**config.mk**
```make
export PLATFORM = sky130hd
export DESIGN_NAME = mail_header_field_filter_flat
export DESIGN_NICKNAME = d
export VERILOG_FILES = /design/src/rtl/mhff_pkg.sv /design/src/rtl/mhff_if.sv /design/src/rtl/mail_header_field_filter.sv /design/src/rtl/mhff_ram.sv /design/src/rtl/mhff_match.sv /design/src/flat_wrapper.sv
export SDC_FILE = /design/constraint.sdc
export NUM_CORES = 1
export LEC_CHECK = 0
export BUFFER_PORTS_ARGS = -buffer_cell sky130_fd_sc_hd__buf_2
export CORE_ASPECT_RATIO = 0.5
export CORE_MARGIN = 8
export CORE_UTILIZATION = 50
export CTS_BUF_LIST = sky130_fd_sc_hd__clkbuf_4
export CTS_CLUSTER_DIAMETER = 80
export CTS_CLUSTER_SIZE = 12
export DETAILED_ROUTE_END_ITERATION = 7
export GPL_ROUTABILITY_DRIVEN = 0
export PLACE_DENSITY = 0.73
export SLEW_MARGIN = 20
export SYNTH_ARGS = -nofsm -noshare
export SYNTH_HDL_FRONTEND = slang
export SYNTH_SLANG_ARGS = --single-unit
export TNS_END_PERCENT = 5
```
**constraint.sdc**
```tcl
create_clock -name clk -period 8.2 [get_ports clk]
set_input_delay 1.64 -clock clk [delete_from_list [all_inputs] [get_ports clk]]
set_output_delay 1.64 -clock clk [all_outputs]
set_load 0.005 [all_outputs]
```
**src/rtl/mhff_pkg.sv**
```systemverilog
// shared constants, types and character tables of the mail header field filter
`default_nettype none

package mhff_pkg;

  localparam logic [7:0] CH_NUL   = 8'h00;
  localparam logic [7:0] CH_TAB   = 8'h09;
  localparam logic [7:0] CH_NL    = 8'h0A;
  localparam logic [7:0] CH_SP    = 8'h20;
  localparam logic [7:0] CH_COLON = 8'h3A;

  // header tags that are recognized
  localparam int KW_NUM     = 7;
  localparam int KW_ERRORS  = 0;
  localparam int KW_PREC    = 1;
  localparam int KW_RETPATH = 2;
  localparam int KW_RESENT  = 3;
  localparam int KW_SENDER  = 4;
  localparam int KW_VIA     = 5;
  localparam int KW_XMAILER = 6;
  localparam int KW_MAXLEN  = 11;

  localparam logic [8*KW_MAXLEN-1:0] KW_TEXT [KW_NUM] = '{
    "errors-to", "precedence", "return-path", "resent-", "sender", "via", "x-mailer"
  };
  localparam int KW_LEN [KW_NUM] = '{9, 10, 11, 7, 6, 3, 8};

  // inserted line when no precedence field was present
  localparam int PREC_LEN = 17;
  localparam int PREC_IDX_W = $clog2(PREC_LEN);
  localparam logic [8*PREC_LEN-1:0] PREC_TEXT = "Precedence: bulk\n";

  typedef struct packed {
    logic drop;
    logic is_prec;
  } tag_class_t;

  function automatic logic [7:0] to_lower(input logic [7:0] c);
    if (c >= 8'h41 && c <= 8'h5A) begin
      return c + 8'd32;
    end
    return c;
  endfunction

  function automatic logic is_delim(input logic [7:0] c);
    return (c == CH_NUL) || (c == CH_SP) || (c == CH_TAB) || (c == CH_NL) ||
           (c == CH_COLON);
  endfunction

  // byte c matches character pos of tag k (case-insensitive)
  function automatic logic kw_hit(input int k, input logic [7:0] pos, input logic [7:0] c);
    int l;
    int p;
    l = KW_LEN[k];
    p = int'(pos);
    if (p >= l) begin
      return 1'b0;
    end
    return to_lower(c) == KW_TEXT[k][8*(l-1-p) +: 8];
  endfunction

  function automatic logic [7:0] prec_byte(input logic [PREC_IDX_W-1:0] idx);
    return PREC_TEXT[8*(PREC_LEN-1-int'(idx)) +: 8];
  endfunction

endpackage

`default_nettype wire

```
**src/rtl/mhff_if.sv**
```systemverilog
// valid/ready channel interfaces for message bytes in and filtered bytes out
`default_nettype none

interface mhff_in_if;
  logic       valid;
  logic       ready;
  logic [7:0] data_byte;
  logic       end_of_message;

  modport source (output valid, output data_byte, output end_of_message, input ready);
  modport sink (input valid, input data_byte, input end_of_message, output ready);
endinterface

interface mhff_out_if;
  logic       valid;
  logic       ready;
  logic [7:0] out_byte;
  logic       message_done;
  logic       last_of_run;

  modport source (output valid, output out_byte, output message_done, output last_of_run,
                  input ready);
  modport sink (input valid, input out_byte, input message_done, input last_of_run,
                output ready);
endinterface

`default_nettype wire

```
**src/rtl/mail_header_field_filter.sv**
```systemverilog
// top level of the mail header field filter: line parser, tag buffer and output sequencer
//
//   channel  | dir | handshake     | payload
//   ---------+-----+---------------+-------------------------------------------
//   msg_in   | in  | valid / ready | data_byte[7:0], end_of_message
//   msg_out  | out | valid / ready | out_byte[7:0], message_done, last_of_run
//
// an input beat that produces no output leaves msg_in.ready high; one that produces
// output beats holds msg_in.ready low until the output sequencer has loaded them all,
// with the SQ_TAG_RD state for the first tag ram read when buffered tag bytes are among
// them; the output sequencer sends one beat per cycle while msg_out is not stalled,
// from the tag ram, the inserted precedence line and the current byte, in that order
// rst is synchronous; after reset the block skips the first line of the message
// msg_out stalls hold the output register and freeze the sequencer
`default_nettype none

module mail_header_field_filter #(
  parameter int TAG_MAX = 40
) (
  input wire logic   clk,
  input wire logic   rst,
  mhff_in_if.sink    msg_in,
  mhff_out_if.source msg_out
);
  import mhff_pkg::*;

  localparam int LEN_W  = $clog2(TAG_MAX + 1);
  localparam int ADDR_W = $clog2(TAG_MAX);

  typedef enum logic [2:0] {
    PH_SKIP, PH_LINE, PH_TAG, PH_FIELD, PH_NL, PH_BODY
  } phase_t;

  typedef enum logic [2:0] {
    SQ_IDLE, SQ_TAG_RD, SQ_TAG, SQ_PREC, SQ_FINAL
  } seq_t;

  // parser state
  phase_t           phase;
  logic [LEN_W-1:0] tag_length;
  logic             field_retained;
  logic             precedence_seen;

  // sequencer state
  seq_t                  sq_state;
  logic [ADDR_W-1:0]     rd_idx;
  logic [LEN_W-1:0]      sq_len;
  logic                  sq_prec;
  logic                  sq_fin;
  logic [7:0]            sq_fin_byte;
  logic                  sq_fin_done;
  logic [PREC_IDX_W-1:0] prec_idx;

  // output register
  logic       out_valid;
  logic [7:0] out_byte;
  logic       out_done;
  logic       out_last;

  // accept-time decisions
  logic             in_fire;
  logic [7:0]       b;
  logic             close;
  logic [LEN_W-1:0] close_len;
  logic             prec_req;
  logic             emit_prec;
  logic             fin;
  logic             fin_done;
  logic [7:0]       fin_byte;
  logic             fin_retained;
  phase_t           phase_next;
  logic [LEN_W-1:0] len_next;
  logic             retained_next;
  logic             prec_seen_next;
  logic [LEN_W-1:0] emit_len;
  logic             clear_all;
  tag_class_t       cls;

  // tag ram access
  logic              wr_en;
  logic [ADDR_W-1:0] wr_addr;
  logic              rd_en;
  logic [ADDR_W-1:0] rd_addr;
  logic [7:0]        rd_data;
  logic              m_start;
  logic              m_step;

  logic             load_ok;
  logic             out_load;
  logic [LEN_W-1:0] idx_next;
  logic             tag_more;

  assign msg_in.ready = (sq_state == SQ_IDLE);
  assign in_fire      = msg_in.valid && msg_in.ready;
  assign b            = msg_in.data_byte;

  assign msg_out.valid        = out_valid;
  assign msg_out.out_byte     = out_byte;
  assign msg_out.message_done = out_done;
  assign msg_out.last_of_run  = out_last;

  assign load_ok  = !out_valid || msg_out.ready;
  // a sending state loads a new beat into the output register
  assign out_load = load_ok &&
                    (sq_state == SQ_TAG || sq_state == SQ_PREC || sq_state == SQ_FINAL);
  assign idx_next = LEN_W'(rd_idx) + LEN_W'(1);
  assign tag_more = idx_next < sq_len;

  mhff_ram #(
    .WIDTH (8),
    .DEPTH (TAG_MAX)
  ) u_tag_ram (
    .clk     (clk),
    .wr_en   (wr_en),
    .wr_addr (wr_addr),
    .wr_data (b),
    .rd_en   (rd_en),
    .rd_addr (rd_addr),
    .rd_data (rd_data)
  );

  mhff_match #(
    .LEN_W (LEN_W)
  ) u_match (
    .clk     (clk),
    .start   (m_start),
    .step    (m_step),
    .data    (b),
    .pos     (tag_length),
    .cls_len (close_len),
    .cls     (cls)
  );

  // parse one accepted beat: what closes, what is written and what gets sent
  always_comb begin
    close      = 1'b0;
    close_len  = tag_length;
    prec_req   = 1'b0;
    fin        = 1'b0;
    fin_done   = 1'b0;
    fin_byte   = b;
    phase_next = phase;
    len_next   = tag_length;
    wr_en      = 1'b0;
    wr_addr    = tag_length[ADDR_W-1:0];
    m_start    = 1'b0;
    m_step     = 1'b0;
    clear_all  = 1'b0;

    if (in_fire) begin
      if (msg_in.end_of_message) begin
        // flush a pending tag, add the precedence line if still in the header
        close     = (phase == PH_TAG);
        prec_req  = (phase != PH_BODY);
        fin       = 1'b1;
        fin_done  = 1'b1;
        fin_byte  = 8'h00;
        clear_all = 1'b1;
      end else begin
        unique case (phase) inside
          PH_SKIP: begin
            if (b == CH_NL) begin
              phase_next = PH_LINE;
            end
          end
          PH_LINE, PH_NL: begin
            if (phase == PH_NL && (b == CH_SP || b == CH_TAB)) begin
              // continuation line of the current field
              fin        = field_retained;
              phase_next = PH_FIELD;
            end else if (b == CH_NL) begin
              // blank line: end of header
              prec_req   = 1'b1;
              fin        = 1'b1;
              phase_next = PH_BODY;
            end else begin
              // any other first byte of a line is a tag byte
              wr_en      = 1'b1;
              wr_addr    = '0;
              m_start    = 1'b1;
              len_next   = LEN_W'(1);
              phase_next = PH_TAG;
            end
          end
          PH_TAG: begin
            if (is_delim(b)) begin
              close      = 1'b1;
              fin        = !cls.drop;
              phase_next = (b == CH_NL) ? PH_NL : PH_FIELD;
            end else begin
              wr_en  = 1'b1;
              m_step = 1'b1;
              if (tag_length == LEN_W'(TAG_MAX - 1)) begin
                // tag buffer full: close now, next byte is field body
                close      = 1'b1;
                close_len  = LEN_W'(TAG_MAX);
                phase_next = PH_FIELD;
              end else begin
                len_next = tag_length + LEN_W'(1);
              end
            end
          end
          PH_FIELD: begin
            fin        = field_retained;
            phase_next = (b == CH_NL) ? PH_NL : PH_FIELD;
          end
          PH_BODY: begin
            fin = 1'b1;
          end
          default: begin
            phase_next = PH_SKIP;
          end
        endcase
      end
    end

    if (close) begin
      len_next = '0;
    end
    retained_next  = close ? !cls.drop : field_retained;
    prec_seen_next = precedence_seen || (close && cls.is_prec);
    emit_prec      = prec_req && !prec_seen_next;
    emit_len       = (close && !cls.drop) ? close_len : '0;
    fin_retained   = fin;
  end

  // tag ram read port follows the sequencer
  always_comb begin
    rd_en   = 1'b0;
    rd_addr = '0;
    if (sq_state == SQ_TAG_RD) begin
      rd_en = 1'b1;
    end else if (sq_state == SQ_TAG && load_ok && tag_more) begin
      rd_en   = 1'b1;
      rd_addr = idx_next[ADDR_W-1:0];
    end
  end

  always_ff @(posedge clk) begin
    if (rst) begin
      phase           <= PH_SKIP;
      tag_length      <= '0;
      field_retained  <= 1'b1;
      precedence_seen <= 1'b0;
      sq_state        <= SQ_IDLE;
      out_valid       <= 1'b0;
    end else begin
      if (out_load) begin
        out_valid <= 1'b1;
      end else if (out_valid && msg_out.ready) begin
        out_valid <= 1'b0;
      end

      unique case (sq_state)
        SQ_IDLE: begin
          if (in_fire) begin
            if (clear_all) begin
              phase           <= PH_SKIP;
              tag_length      <= '0;
              field_retained  <= 1'b1;
              precedence_seen <= 1'b0;
            end else begin
              phase           <= phase_next;
              tag_length      <= len_next;
              field_retained  <= retained_next;
              precedence_seen <= prec_seen_next;
            end
            sq_len      <= emit_len;
            sq_prec     <= emit_prec;
            sq_fin      <= fin_retained;
            sq_fin_byte <= fin_byte;
            sq_fin_done <= fin_done;
            prec_idx    <= '0;
            if (emit_len != '0) begin
              sq_state <= SQ_TAG_RD;
            end else if (emit_prec) begin
              sq_state <= SQ_PREC;
            end else if (fin_retained) begin
              sq_state <= SQ_FINAL;
            end
          end
        end
        SQ_TAG_RD: begin
          rd_idx   <= '0;
          sq_state <= SQ_TAG;
        end
        SQ_TAG: begin
          if (load_ok) begin
            out_byte  <= rd_data;
            out_done  <= 1'b0;
            out_last  <= !tag_more && !sq_prec && !sq_fin;
            if (tag_more) begin
              rd_idx <= idx_next[ADDR_W-1:0];
            end else if (sq_prec) begin
              sq_state <= SQ_PREC;
            end else if (sq_fin) begin
              sq_state <= SQ_FINAL;
            end else begin
              sq_state <= SQ_IDLE;
            end
          end
        end
        SQ_PREC: begin
          if (load_ok) begin
            out_byte  <= prec_byte(prec_idx);
            out_done  <= 1'b0;
            out_last  <= (prec_idx == PREC_IDX_W'(PREC_LEN - 1)) && !sq_fin;
            if (prec_idx == PREC_IDX_W'(PREC_LEN - 1)) begin
              sq_state <= sq_fin ? SQ_FINAL : SQ_IDLE;
            end else begin
              prec_idx <= prec_idx + PREC_IDX_W'(1);
            end
          end
        end
        SQ_FINAL: begin
          if (load_ok) begin
            out_byte  <= sq_fin_byte;
            out_done  <= sq_fin_done;
            out_last  <= 1'b1;
            sq_state  <= SQ_IDLE;
          end
        end
        default: begin
          sq_state <= SQ_IDLE;
        end
      endcase
    end
  end

  // end of message always closes a run
  assert property (@(posedge clk) disable iff (rst)
    out_valid && out_done |-> out_last)
    else $error("message_done beat without last_of_run");

  // tag buffer never holds a full tag between beats
  assert property (@(posedge clk) disable iff (rst)
    tag_length < LEN_W'(TAG_MAX))
    else $error("tag length reached buffer size");

  // end of message returns the parser to its reset state
  assert property (@(posedge clk) disable iff (rst)
    in_fire && msg_in.end_of_message |=>
      phase == PH_SKIP && tag_length == '0 && !precedence_seen && field_retained)
    else $error("parser not cleared after end of message");

  // tag readout stays inside the buffered tag
  assert property (@(posedge clk) disable iff (rst)
    sq_state == SQ_TAG |-> LEN_W'(rd_idx) < sq_len)
    else $error("tag readout past tag length");

endmodule

`default_nettype wire

```
**src/rtl/mhff_ram.sv**
```systemverilog
// generic single-port-write, single-port-read ram with registered read
`default_nettype none

module mhff_ram #(
  parameter int WIDTH = 8,
  parameter int DEPTH = 40
) (
  input  wire logic                     clk,
  input  wire logic                     wr_en,
  input  wire logic [$clog2(DEPTH)-1:0] wr_addr,
  input  wire logic [WIDTH-1:0]         wr_data,
  input  wire logic                     rd_en,
  input  wire logic [$clog2(DEPTH)-1:0] rd_addr,
  output logic      [WIDTH-1:0]         rd_data
);

  logic [WIDTH-1:0] mem [DEPTH];

  always_ff @(posedge clk) begin
    if (wr_en) begin
      mem[wr_addr] <= wr_data;
    end
    if (rd_en) begin
      rd_data <= mem[rd_addr];
    end
  end

endmodule

`default_nettype wire

```
**src/rtl/mhff_match.sv**
```systemverilog
// running case-insensitive match of the buffered tag against the known tags
`default_nettype none

module mhff_match #(
  parameter int LEN_W = 6
) (
  input  wire logic               clk,
  input  wire logic               start,
  input  wire logic               step,
  input  wire logic [7:0]         data,
  input  wire logic [LEN_W-1:0]   pos,
  input  wire logic [LEN_W-1:0]   cls_len,
  output mhff_pkg::tag_class_t    cls
);
  import mhff_pkg::*;

  logic [KW_NUM-1:0] flags;
  logic [KW_NUM-1:0] flags_next;
  logic [KW_NUM-1:0] exact;

  for (genvar k = 0; k < KW_NUM; k++) begin : g_kw
    always_comb begin
      flags_next[k] = flags[k];
      if (start) begin
        flags_next[k] = kw_hit(k, 8'd0, data);
      end else if (step) begin
        if (k == KW_RESENT) begin
          // prefix match: bytes past the prefix do not matter
          flags_next[k] = flags[k] &&
                          ((8'(pos) >= 8'(KW_LEN[k])) || kw_hit(k, 8'(pos), data));
        end else begin
          flags_next[k] = flags[k] && kw_hit(k, 8'(pos), data);
        end
      end
    end
    assign exact[k] = flags[k] && (cls_len == LEN_W'(KW_LEN[k]));
  end

  always_ff @(posedge clk) begin
    flags <= flags_next;
  end

  always_comb begin
    cls.drop = exact[KW_ERRORS] || exact[KW_RETPATH] || exact[KW_SENDER] ||
               exact[KW_VIA] || exact[KW_XMAILER] ||
               (flags[KW_RESENT] && (cls_len >= LEN_W'(KW_LEN[KW_RESENT])));
    cls.is_prec = exact[KW_PREC];
  end

endmodule

`default_nettype wire
```
**src/flat_wrapper.sv**
```systemverilog
// flat-port wrapper written by rule: the top's interface ports become plain ports
module mail_header_field_filter_flat import mhff_pkg::*;
#(
  parameter int TAG_MAX = 40
)
  (clk, rst, msg_in_valid, msg_in_data_byte, msg_in_end_of_message, msg_in_ready, msg_out_valid, msg_out_out_byte, msg_out_message_done, msg_out_last_of_run, msg_out_ready);
  mhff_in_if msg_in_i ();
  mhff_out_if msg_out_i ();
  input wire logic clk;
  input wire logic rst;
  input wire logic [$bits(msg_in_i.valid)-1:0] msg_in_valid;
  input wire logic [$bits(msg_in_i.data_byte)-1:0] msg_in_data_byte;
  input wire logic [$bits(msg_in_i.end_of_message)-1:0] msg_in_end_of_message;
  output wire logic [$bits(msg_in_i.ready)-1:0] msg_in_ready;
  output wire logic [$bits(msg_out_i.valid)-1:0] msg_out_valid;
  output wire logic [$bits(msg_out_i.out_byte)-1:0] msg_out_out_byte;
  output wire logic [$bits(msg_out_i.message_done)-1:0] msg_out_message_done;
  output wire logic [$bits(msg_out_i.last_of_run)-1:0] msg_out_last_of_run;
  input wire logic [$bits(msg_out_i.ready)-1:0] msg_out_ready;
  assign msg_in_i.valid = msg_in_valid;
  assign msg_in_i.data_byte = msg_in_data_byte;
  assign msg_in_i.end_of_message = msg_in_end_of_message;
  assign msg_in_ready = msg_in_i.ready;
  assign msg_out_valid = msg_out_i.valid;
  assign msg_out_out_byte = msg_out_i.out_byte;
  assign msg_out_message_done = msg_out_i.message_done;
  assign msg_out_last_of_run = msg_out_i.last_of_run;
  assign msg_out_i.ready = msg_out_ready;
  mail_header_field_filter #(.TAG_MAX(TAG_MAX)) u_core (.clk(clk), .rst(rst), .msg_in(msg_in_i), .msg_out(msg_out_i));
endmodule
```
# == Word level (Yosys, flattened, before mapping) ==
# Memories as Yosys holds them, arrays and structs flattened. A register that Yosys moved wholly into a read port is not among the register bits.
# Index checks and enable logic that the tools add are counted.
# word_totals
elab_cells,392
regBits,60
ram_bits,320
latch_bits,0
memories,1
mem_bits_ro,0
# op_classes
addsub,12
div_mod_pow,0
bitwise,1
n_eq_ne,54
multipliers,0
shift,8
n_mux,215
n_reduce_logical,72
order_cmp,12
# mem_list
name,depth,word_bits,rd,rd_clocked_by_memory_dff,write_ports,line,source
u_core.u_tag_ram.mem,40,8,1,1,1,mhff_ram.sv:17,logic [WIDTH-1:0] mem [DEPTH];
# op_table
cell,count
"88-bit by 10-bit indexed part select with 8-bit output, first input constant",7
8-bit 2-to-1 mux,34
"136-bit by 32-bit indexed part select with 8-bit output, first input constant",1
6-bit 2-to-1 mux,22
1-bit 2-to-1 mux,127
3-bit 2-to-1 mux,19
8-bit equality test,7
"8-bit by 7-bit equality test with 1-bit output, second input constant",6
3-bit case mux with 5 select lines,2
1-bit logical AND,27
"6-bit by 4-bit equality test with 1-bit output, second input constant",4
"6-bit by 3-bit greater-or-equal comparator with 1-bit output, second input constant",4
"6-bit by 4-bit greater-or-equal comparator with 1-bit output, second input constant",4
6-bit case mux with 2 select lines,2
8-bit case mux with 3 select lines,1
"3-bit by 6-bit subtractor with 7-bit output, first input constant",3
"4-bit by 6-bit subtractor with 7-bit output, first input constant",3
"8-bit by 4-bit equality test with 1-bit output, second input constant",2
"8-bit by 6-bit equality test with 1-bit output, second input constant",2
"4-bit by 2-bit inequality test with 1-bit output, second input constant",4
1-bit logical OR,15
5-bit 2-to-1 mux,3
"2-bit by 1-bit inequality test with 1-bit output, second input constant",7
"6-bit by 1-bit adder with 6-bit output, second input constant",2
41 further kinds,66

# == Logic depth before layout (Yosys ltp) ==
# Gate-level depths: netlist of run 1.
# logic_depth
ltp_word,26
depth_mapped,17

# == Modules after synthesis ==
# From an unflattened synthesis of run 1, not the netlist that was laid out.
# unflattened
cells_unflattened,1474
area_unflattened_um2,19287.2
# modules_own_cells
mod,cells_per_inst,n_inst,seq_area_each_um2,area_per_inst_um2
mhff_ram,696,1,9849.4,13067.5
mail_header_field_filter,372,1,1441.4,3400.8
mhff_match,406,1,210.2,2819.0

# == Worst setup path before layout of run 1 ==
# OpenSTA, ideal clock, no wires.
# synth_timing
path_type,input to register
from,in msg_in_data_byte[0]
to,"mem u_core.u_tag_ram.mem[0][0], enable pin"
cell_stages,8
t_arrival_ns,3.513
slack_ns,4.303
setup_ns,0.384
required_ns,7.816
path_buffers,2
path_cell_list,clkbuf_1 > clkbuf_1 > o21ai_0 > nand2_1 > and3_1 > and2_1 > nand2_1 > o21ai_0
# synth_via
elab_chain_cells,11
word_cells_on_any_way,24
cone_classes,eq/ne: 4; mux: 13; reduce/logical: 7
# synth_lines
item,line,source
"start, declared",flat_wrapper.sv:12,input wire logic [$bits(msg_in_i.data_byte)-1:0] msg_in_data_byte;
8-bit by 6-bit equality test with 1-bit output / 8-bit logical NOT (equally long branches),"mhff_pkg.sv:46, mail_header_field_filter.sv:167",
1-bit logical OR (4 in series),mhff_pkg.sv:46,return (c == CH_NUL) || (c == CH_SP) || (c == CH_TAB) || (c == CH_NL) ||
1-bit 2-to-1 mux,mail_header_field_filter.sv:186,if (is_delim(b)) begin
1-bit case mux with 2 select lines,mail_header_field_filter.sv:160,unique case (phase) inside
1-bit 2-to-1 mux,mail_header_field_filter.sv:151,if (msg_in.end_of_message) begin
1-bit 2-to-1 mux,mail_header_field_filter.sv:150,if (in_fire) begin
1-bit 2-to-1 mux,mhff_ram.sv:20,if (wr_en) begin
1-bit 2-to-1 mux (implied by the code),mhff_ram.sv:21,mem[wr_addr] <= wr_data;
"end, declared",mhff_ram.sv:17,
# Parallel ways exist; a longest one is shown, timed or not.

# == Worst setup path after layout of run 1 ==
# layout_timing
from,reg u_core.rd_idx[0]
to,reg u_core.u_tag_ram.rd_data[5] (read register of u_core.u_tag_ram.mem) (data pin)
# layout_via
elab_chain_cells,5
word_cells_on_any_way,7
cone_classes,add/sub: 1; order compare: 1; mux: 4; reduce/logical: 1
# layout_lines
item,line,source
"start, declared",mail_header_field_filter.sv:46,logic [ADDR_W-1:0] rd_idx;
"start signal, assigned",mail_header_field_filter.sv:293,rd_idx <= idx_next[ADDR_W-1:0];
6-bit by 1-bit adder with 6-bit output *,mail_header_field_filter.sv:106,assign idx_next = LEN_W'(rd_idx) + LEN_W'(1);
named net u_core.idx_next[5],mail_header_field_filter.sv:90,logic [LEN_W-1:0] idx_next;
6-bit less-than comparator,mail_header_field_filter.sv:107,assign tag_more = idx_next < sq_len;
1-bit logical AND,mail_header_field_filter.sv:233,end else if (sq_state == SQ_TAG && load_ok && tag_more) begin
6-bit 2-to-1 mux / 1-bit 2-to-1 mux (equally long branches),mail_header_field_filter.sv:233,
6-bit 2-to-1 mux / 1-bit 2-to-1 mux (equally long branches),mail_header_field_filter.sv:231,if (sq_state == SQ_TAG_RD) begin
"end, declared",mhff_ram.sv:14,output logic [WIDTH-1:0] rd_data
# The timed path passes the listed nets; every way through them passes the cells marked *.
# A chain may end at the register's enable or synchronous reset.

==> results of run 1 <==
[critical path: stages (launching register included)]
cell and delay, ps:
edfxtp_1 370, buf_4 450, nand3_1 200, nor2_1 160
xnor2_1 230, inv_1 140, ha_1 380, a2111oi_4 360
o21ai_2 350, nor2_1 790, o21ai_0 230, a221oi_1 430
a311oi_1 200, a211oi_1 470
[synthesized netlist by cell type (all sizes together), types with 7 or more instances]
master	number	area, µm²
clkbuf	66	248
nor3	40	210
a311oi	16	140
a2111oi	7	80.1
dfxtp	15	300
nand2	138	536
nor2b	19	119
or3	9	56.3
xor2	14	123
o221ai	15	131
and2	14	87.6
ha	22	275
mux4	29	653
a221oi	13	114
a22oi	12	90.1
mux2	16	180
nand2b	10	62.6
buf	37	220
and3	24	150
o22ai	12	75.1
nand3	58	290
nor2	122	468
a21o	7	52.6
o21ai	59	303
edfxtp	373	11200
a31oi	29	181
a21oi	80	400
nand4	12	75.1
mux2i	56	561
o31ai	17	128
nor4	8	50.1
xnor2	32	280
inv	26	97.6
a211oi	22	165
[metal layers]
metal  global-route usage [%]  share of wire (%)  wire, µm
met2                     34.6                 45     22600
met4                     8.20                3.9      1990
met5                        0              0.063        32
met3                     4.57                 11      5800
met1                     29.9                 40     20100
[area by class of cell]
class                   instances  area (µm²)
repair buffers                 50         315
inverters                      32         120
clock inverters                 4        72.6
multi-input cells             994        6770
flip-flops and latches        388       11500
well taps                     494         618
fillers                      3084       17500
diodes                          1        2.50
clock buffers                  45         338
[logic make-up (layout without fill, tap and decap cells)]
logic type | Yosys count | count (layout) | share of synthesized area (%)
multiplexers | 101 | 101 | 7.40
adder cells (fa/ha/maj) | 22 | 22 | 1.46
AO/OA/AOI/OAI | 343 | 343 | 12.4
other | 0 | 1 | 0
buffers and inverters | 135 | 131 | 3.12
flip-flops | 388 | 388 | 61.1
AND/OR/NAND/NOR | 482 | 482 | 12.4
XOR/XNOR | 46 | 46 | 2.14
[where the power goes]
group          internal [mW]  leakage [nW]  switching [mW]
Sequential              2.27          3.50          0.0670
Combinational          0.354          2.83           0.694
Clock                  0.318         0.241           0.606
Total                   2.94          6.57            1.37
[sequential cells by signal (all words and copies together), names as in the netlist, 3 cells and up]
signal,count
u_core.prec_idx,5
u_core.msg_out.out_byte,8
u_core.phase,3
u_core.u_match.flags,7
u_core.sq_fin_byte,8
u_core.tag_length,6
u_core.sq_state,3
u_core.rd_idx,6
u_core.u_tag_ram.mem,320
u_core.u_tag_ram.rd_data,8
u_core.sq_len,6
[through the flow]
stage / hold WS [ps] / cell area (µm²)
floorplan: 441 / 18800
detailed placement: 467 / 19300
global route: 531 / 19700
CTS: 498 / 19700
finish: 504 / 19700
global placement: 464 / 19300
[worst paths after layout]
kind	startpoint	to	slack, ps	depth (start not counted)
worst max register to register	u_core.rd_idx[0]	u_core.u_tag_ram.rd_data[5]	3170	13
worst min register to register	u_core.precedence_seen	u_core.precedence_seen	500	1
worst min-delay path	u_core.precedence_seen	u_core.precedence_seen	500	1
worst max-delay path	u_core.rd_idx[0]	u_core.u_tag_ram.rd_data[5]	3170	13
==> flow_summary.json, run 1 <==
{
  "worst_clock_skew_ps": 53.6,
  "grt_overflow": 0,
  "total_power_mw": 4.31,
  "place_ws_ps": 2940,
  "setup_viol": 0,
  "track_usage_pct": 21.9,
  "final_cells": 2008,
  "worstPathArrival_ps": 5480,
  "pin_count": 25,
  "ys_warn_count": 0,
  "period_needed_ps": 5030,
  "synth-async-reset-ratio_pct": 0,
  "tightest_slew_ps": 1120,
  "drive_above_1_share_pct": 11.2,
  "final_util_pct": 52.9,
  "cts_tree": "yes",
  "ys_seq_area_share_pct": 61.1,
  "dieArea_um2": 44500,
  "holdBufCountCts": 0,
  "synth_edf_count": 373,
  "cap_violations": 0,
  "setup_ws_ps": 3170,
  "power_density_nw_per_um2": 218,
  "tns_ps": 0,
  "grt_max_degree": 68,
  "vias": 13500,
  "path_max_fanout": 30,
  "die_h_um": 153,
  "crit_path_end_kind": "register",
  "slew_headroom_pct": 25.1,
  "final_antenna_net_count": 0,
  "final_common_cell": "edfxtp_1",
  "coreArea_um2": 37300,
  "antenna_found_initial": 3,
  "h-tree-depth": 2,
  "netlist_area_um2": 18800,
  "initial_utilization_pct": 50.5,
  "startpoint_type": "register",
  "cts_num_sinks": 388,
  "avgSynthCellArea_um2": 12.4,
  "fmax_ghz": 0.199,
  "hp-class": "reg -> reg",
  "status": "finished, final reports clean",
  "finalHoldViolCount": 0,
  "wl_um": 50500,
  "post-cts-setup-buffers": 0,
  "netlist_instances": 1517,
  "nNetsFinal": 1539,
  "grt_pass1_vias": 13000,
  "layout_common_cells": "edfxtp_1 (373), nand2_1 (135), nor2_1 (119)",
  "ir_drop_mv": 0.103,
  "portBuffers": 24,
  "drt_iter0_markers": 1982,
  "rows": 50,
  "cts.clk_slew.worst_paths_ps": 140,
  "drc": 0,
  "clk_latency_ps": 730,
  "worstPathRequired_ps": 8650,
  "detail_route.first_pass.iterations": 6,
  "synth_seq_cells": 388,
  "p_leak_nw": 6.57,
  "period_share_pct": 61.4,
  "yosys.cell_types.count": 80,
  "cts-root-buf": "clkbuf_4",
  "crit_type": "reg -> reg",
  "post_cts_resized": 0,
  "syn_to_final_growth_pct": 4.82,
  "cts_buffers": 38,
  "vias_per_cell": 6.71,
  "final_max_slew_viol_count": 0,
  "ys.flop_type": "edfxtp_1",
  "rsz0062_at_grt": "false",
  "dp_hpwl_um": 32700,
  "die_x_um": 290,
  "synth_fp_nets": 1552,
  "wl_per_cell_um": 25.2,
  "place_inst": 1958,
  "cts_buffer_depth": 3,
  "grt_pass1_wl_um": 77200
}
No activity file was read; power rests on OpenSTA's default activity.
==> inputs of run 2 (changes only) <==
--- a/config.mk
+++ b/config.mk
@@ -5,6 +5,7 @@
 export SDC_FILE = /design/constraint.sdc
 export NUM_CORES = 1
 export LEC_CHECK = 0
+export ABC_AREA = 1
 export BUFFER_PORTS_ARGS = -buffer_cell sky130_fd_sc_hd__buf_2
 export CORE_ASPECT_RATIO = 0.5
 export CORE_MARGIN = 8
==> constraint.sdc (replaced) <==
create_clock -name clk -period 5.22 [get_ports clk]
set_input_delay 1.044 -clock clk [delete_from_list [all_inputs] [get_ports clk]]
set_output_delay 1.044 -clock clk [all_outputs]
set_load 0.005 [all_outputs]
==> run 2 against run 1 <==
  * Power rose by 67%
  * Flip-flop and latch count did not move
  * Largest cell class unchanged
  * Critical path type unchanged
  * Non-clock buffer count rose by 8
  * Largest power group unchanged
  * Utilization rose by 0.49 points
  * First-iteration DRC count fell by 11%
==> flow_summary.json, run 2 <==
{
  "yosys.cell_types.count": 51,
  "cap_violations": 0,
  "largest_reg_flops": 320,
  "p_leak_nw": 7.12,
  "path_max_fanout": 61,
  "tightest_slew_ps": 1030,
  "hp-class": "reg -> reg",
  "synth_seq_cells": 388,
  "dieArea_um2": 44300,
  "largest_register": "u_core.u_tag_ram.mem",
  "final_antenna_net_count": 0,
  "track_usage_pct": 20.4,
  "cts-root-buf": "clkbuf_4",
  "grt_pass1_wl_um": 72800,
  "rows": 50,
  "initial_utilization_pct": 50.5,
  "final_common_cell": "edfxtp_1",
  "drive_above_1_share_pct": 12.2,
  "crit_path_end_kind": "register",
  "r2r_slack_ps": 920,
  "holdBufCountCts": 0,
  "synth_edf_count": 373,
  "drc": 0,
  "synthTopCellsByArea": "edfxtp_1 (60%), nor2_1 (6.4%), nand3_1 (4.7%)",
  "fillers": 3231,
  "period_share_pct": 82.4,
  "nNetsFinal": 1866,
  "vias": 13800,
  "grt_overflow": 0,
  "grt_pass1_vias": 12900,
  "crit_type": "reg -> reg",
  "dp_hpwl_um": 30500,
  "worst_clock_skew_ps": 35.1,
  "final_area_um2": 19900,
  "cts_tree": "yes",
  "yosys.area.top_type_share_pct": 59.7,
  "setup_viol": 0,
  "pin_count": 25,
  "grt_max_degree": 161,
  "crit_top_cell": "nand3_1",
  "finalHoldViolCount": 0,
  "ir_drop_mv": 0.165,
  "drt_iter0_markers": 1770,
  "critPathSlowestCell": "edfxtp_1",
  "period_needed_ps": 4300,
  "h-tree-depth": 2,
  "die_h_um": 153,
  "antenna_found_initial": 1,
  "status": "finished, final reports clean",
  "wl_per_cell_um": 20.1,
  "synth-async-reset-ratio_pct": 0,
  "slew_headroom_pct": 31.2,
  "placed_cell_area_um2": 19400,
  "layout_common_cells": "edfxtp_1 (373), nor2_1 (321), nand3_1 (178)",
  "detail_route.first_pass.iterations": 6,
  "worstPathArrival_ps": 4770,
  "slowest_delay_ps": 510,
  "final_max_slew_viol_count": 0,
  "clk_latency_ps": 710,
  "tns_ps": 0,
  "avgSynthCellArea_um2": 10.4,
  "post_cts_resized": 0,
  "power_density_nw_per_um2": 363,
  "startpoint_type": "register",
  "syn_to_final_growth_pct": 5.83,
  "post-cts-setup-buffers": 0,
  "vias_per_cell": 5.88,
  "yosysTopAreaCell": "edfxtp_1",
  "portBuffers": 24,
  "coreArea_um2": 37200,
  "path_cells": "ha_1 > nand3_1 > xor2_1 > inv_1 > ha_1 > nand2_1 > inv_1 > nand3_1 > o221a_2 > nand3_4 > nor2_4 > inv_4 > buf_12 > buf_4 > o211ai_1 > nand3_1 > nand3_1 > nand3_1 > nand3_1 > o21ai_1",
  "synth_common_cells": "edfxtp_1 (373), nor2_1 (321), nand3_1 (178)",
  "synth_fp_nets": 1846,
  "die_x_um": 290,
  "ys_warn_count": 0,
  "cts_num_sinks": 388,
  "netlist_area_um2": 18800,
  "worstPathRequired_ps": 5690,
  "fmax_ghz": 0.232,
  "netlist_instances": 1811,
  "cts.clk_slew.worst_paths_ps": 140,
  "cts_buffer_depth": 3,
  "ys_seq_area_share_pct": 61.3,
  "yosysMostFrequentCell": "edfxtp_1",
  "rsz0062_at_grt": "false",
  "ys.flop_type": "edfxtp_1",
  "cts_buffers": 38,
  "wl_um": 47000
}
[run 2: per-stage QoR]
stage	hold slack, ps	power, mW	worst slack, ps	util (%)	std cells
floorplan	471	5.23	1810	-	1811
global placement	490	5.79	1090	52.3	2285
detailed placement	496	5.82	964	52.3	2285
CTS	515	7.19	951	53.4	2339
global route	546	7.57	552	53.4	2340
finish	512	7.20	916	53.4	2340
[run 2: layer usage]
layer | global-route usage (%) | vias up | wire [µm]
li1 | - | 6459 | -
met1 | 28.9 | 6535 | 20200
met2 | 32.2 | 666 | 21200
met3 | 3.33 | 98 | 4350
met4 | 6.20 | 0 | 1260
met5 | 0 | - | 0
[run 2: cells by family after synthesis]
family / synth area share (%)
buffers and inverters: 4.58
and+or+nand+nor: 19.6
adders and majority gates: 1.47
xor gates and xnor gates: 1.96
AOI/OAI and AO/OA: 10.3
DFF: 61.3
muxes: 0.854
[run 2: path summary, 6_finish.rpt]
path	startpoint	endpoint	cells after the start
hold / removal	u_core.phase[1]	u_core.phase[1]	2
hold reg to reg	u_core.phase[1]	u_core.phase[1]	2
setup reg to reg	u_core.rd_idx[0]	u_core.u_tag_ram.rd_data[3]	20
setup / recovery	u_core.rd_idx[0]	u_core.u_tag_ram.rd_data[3]	20
[run 2: layout make-up]
| type | instances | area [µm²] | share of cell area, % |
|---|---|---|---|
| flip-flops and latches | 388 | 11500 | 57.9 |
| multi-input cells | 1211 | 6400 | 32.2 |
| well taps | 494 | 618 | 3.11 |
| inverters | 134 | 515 | 2.60 |
| repair buffers | 58 | 413 | 2.08 |
| clock buffers | 51 | 383 | 1.93 |
| clock inverters | 3 | 20.0 | 0.101 |
| diodes | 1 | 2.50 | 0.0126 |
[run 2: critical path: cells and delay by family, from the launching register on]
kind            cells  cell delay [ps]
simple gates        9             1280
fa+ha+maj           2              560
buf+inv             5              990
flops               1              510
compound gates      3              430
xor+xnor            1              260
[run 2: report_power, final]
part | internal (mW) | switching [mW]
logic | 0.674 | 1.42
registers | 3.58 | 0.111
clock network | 0.450 | 0.962
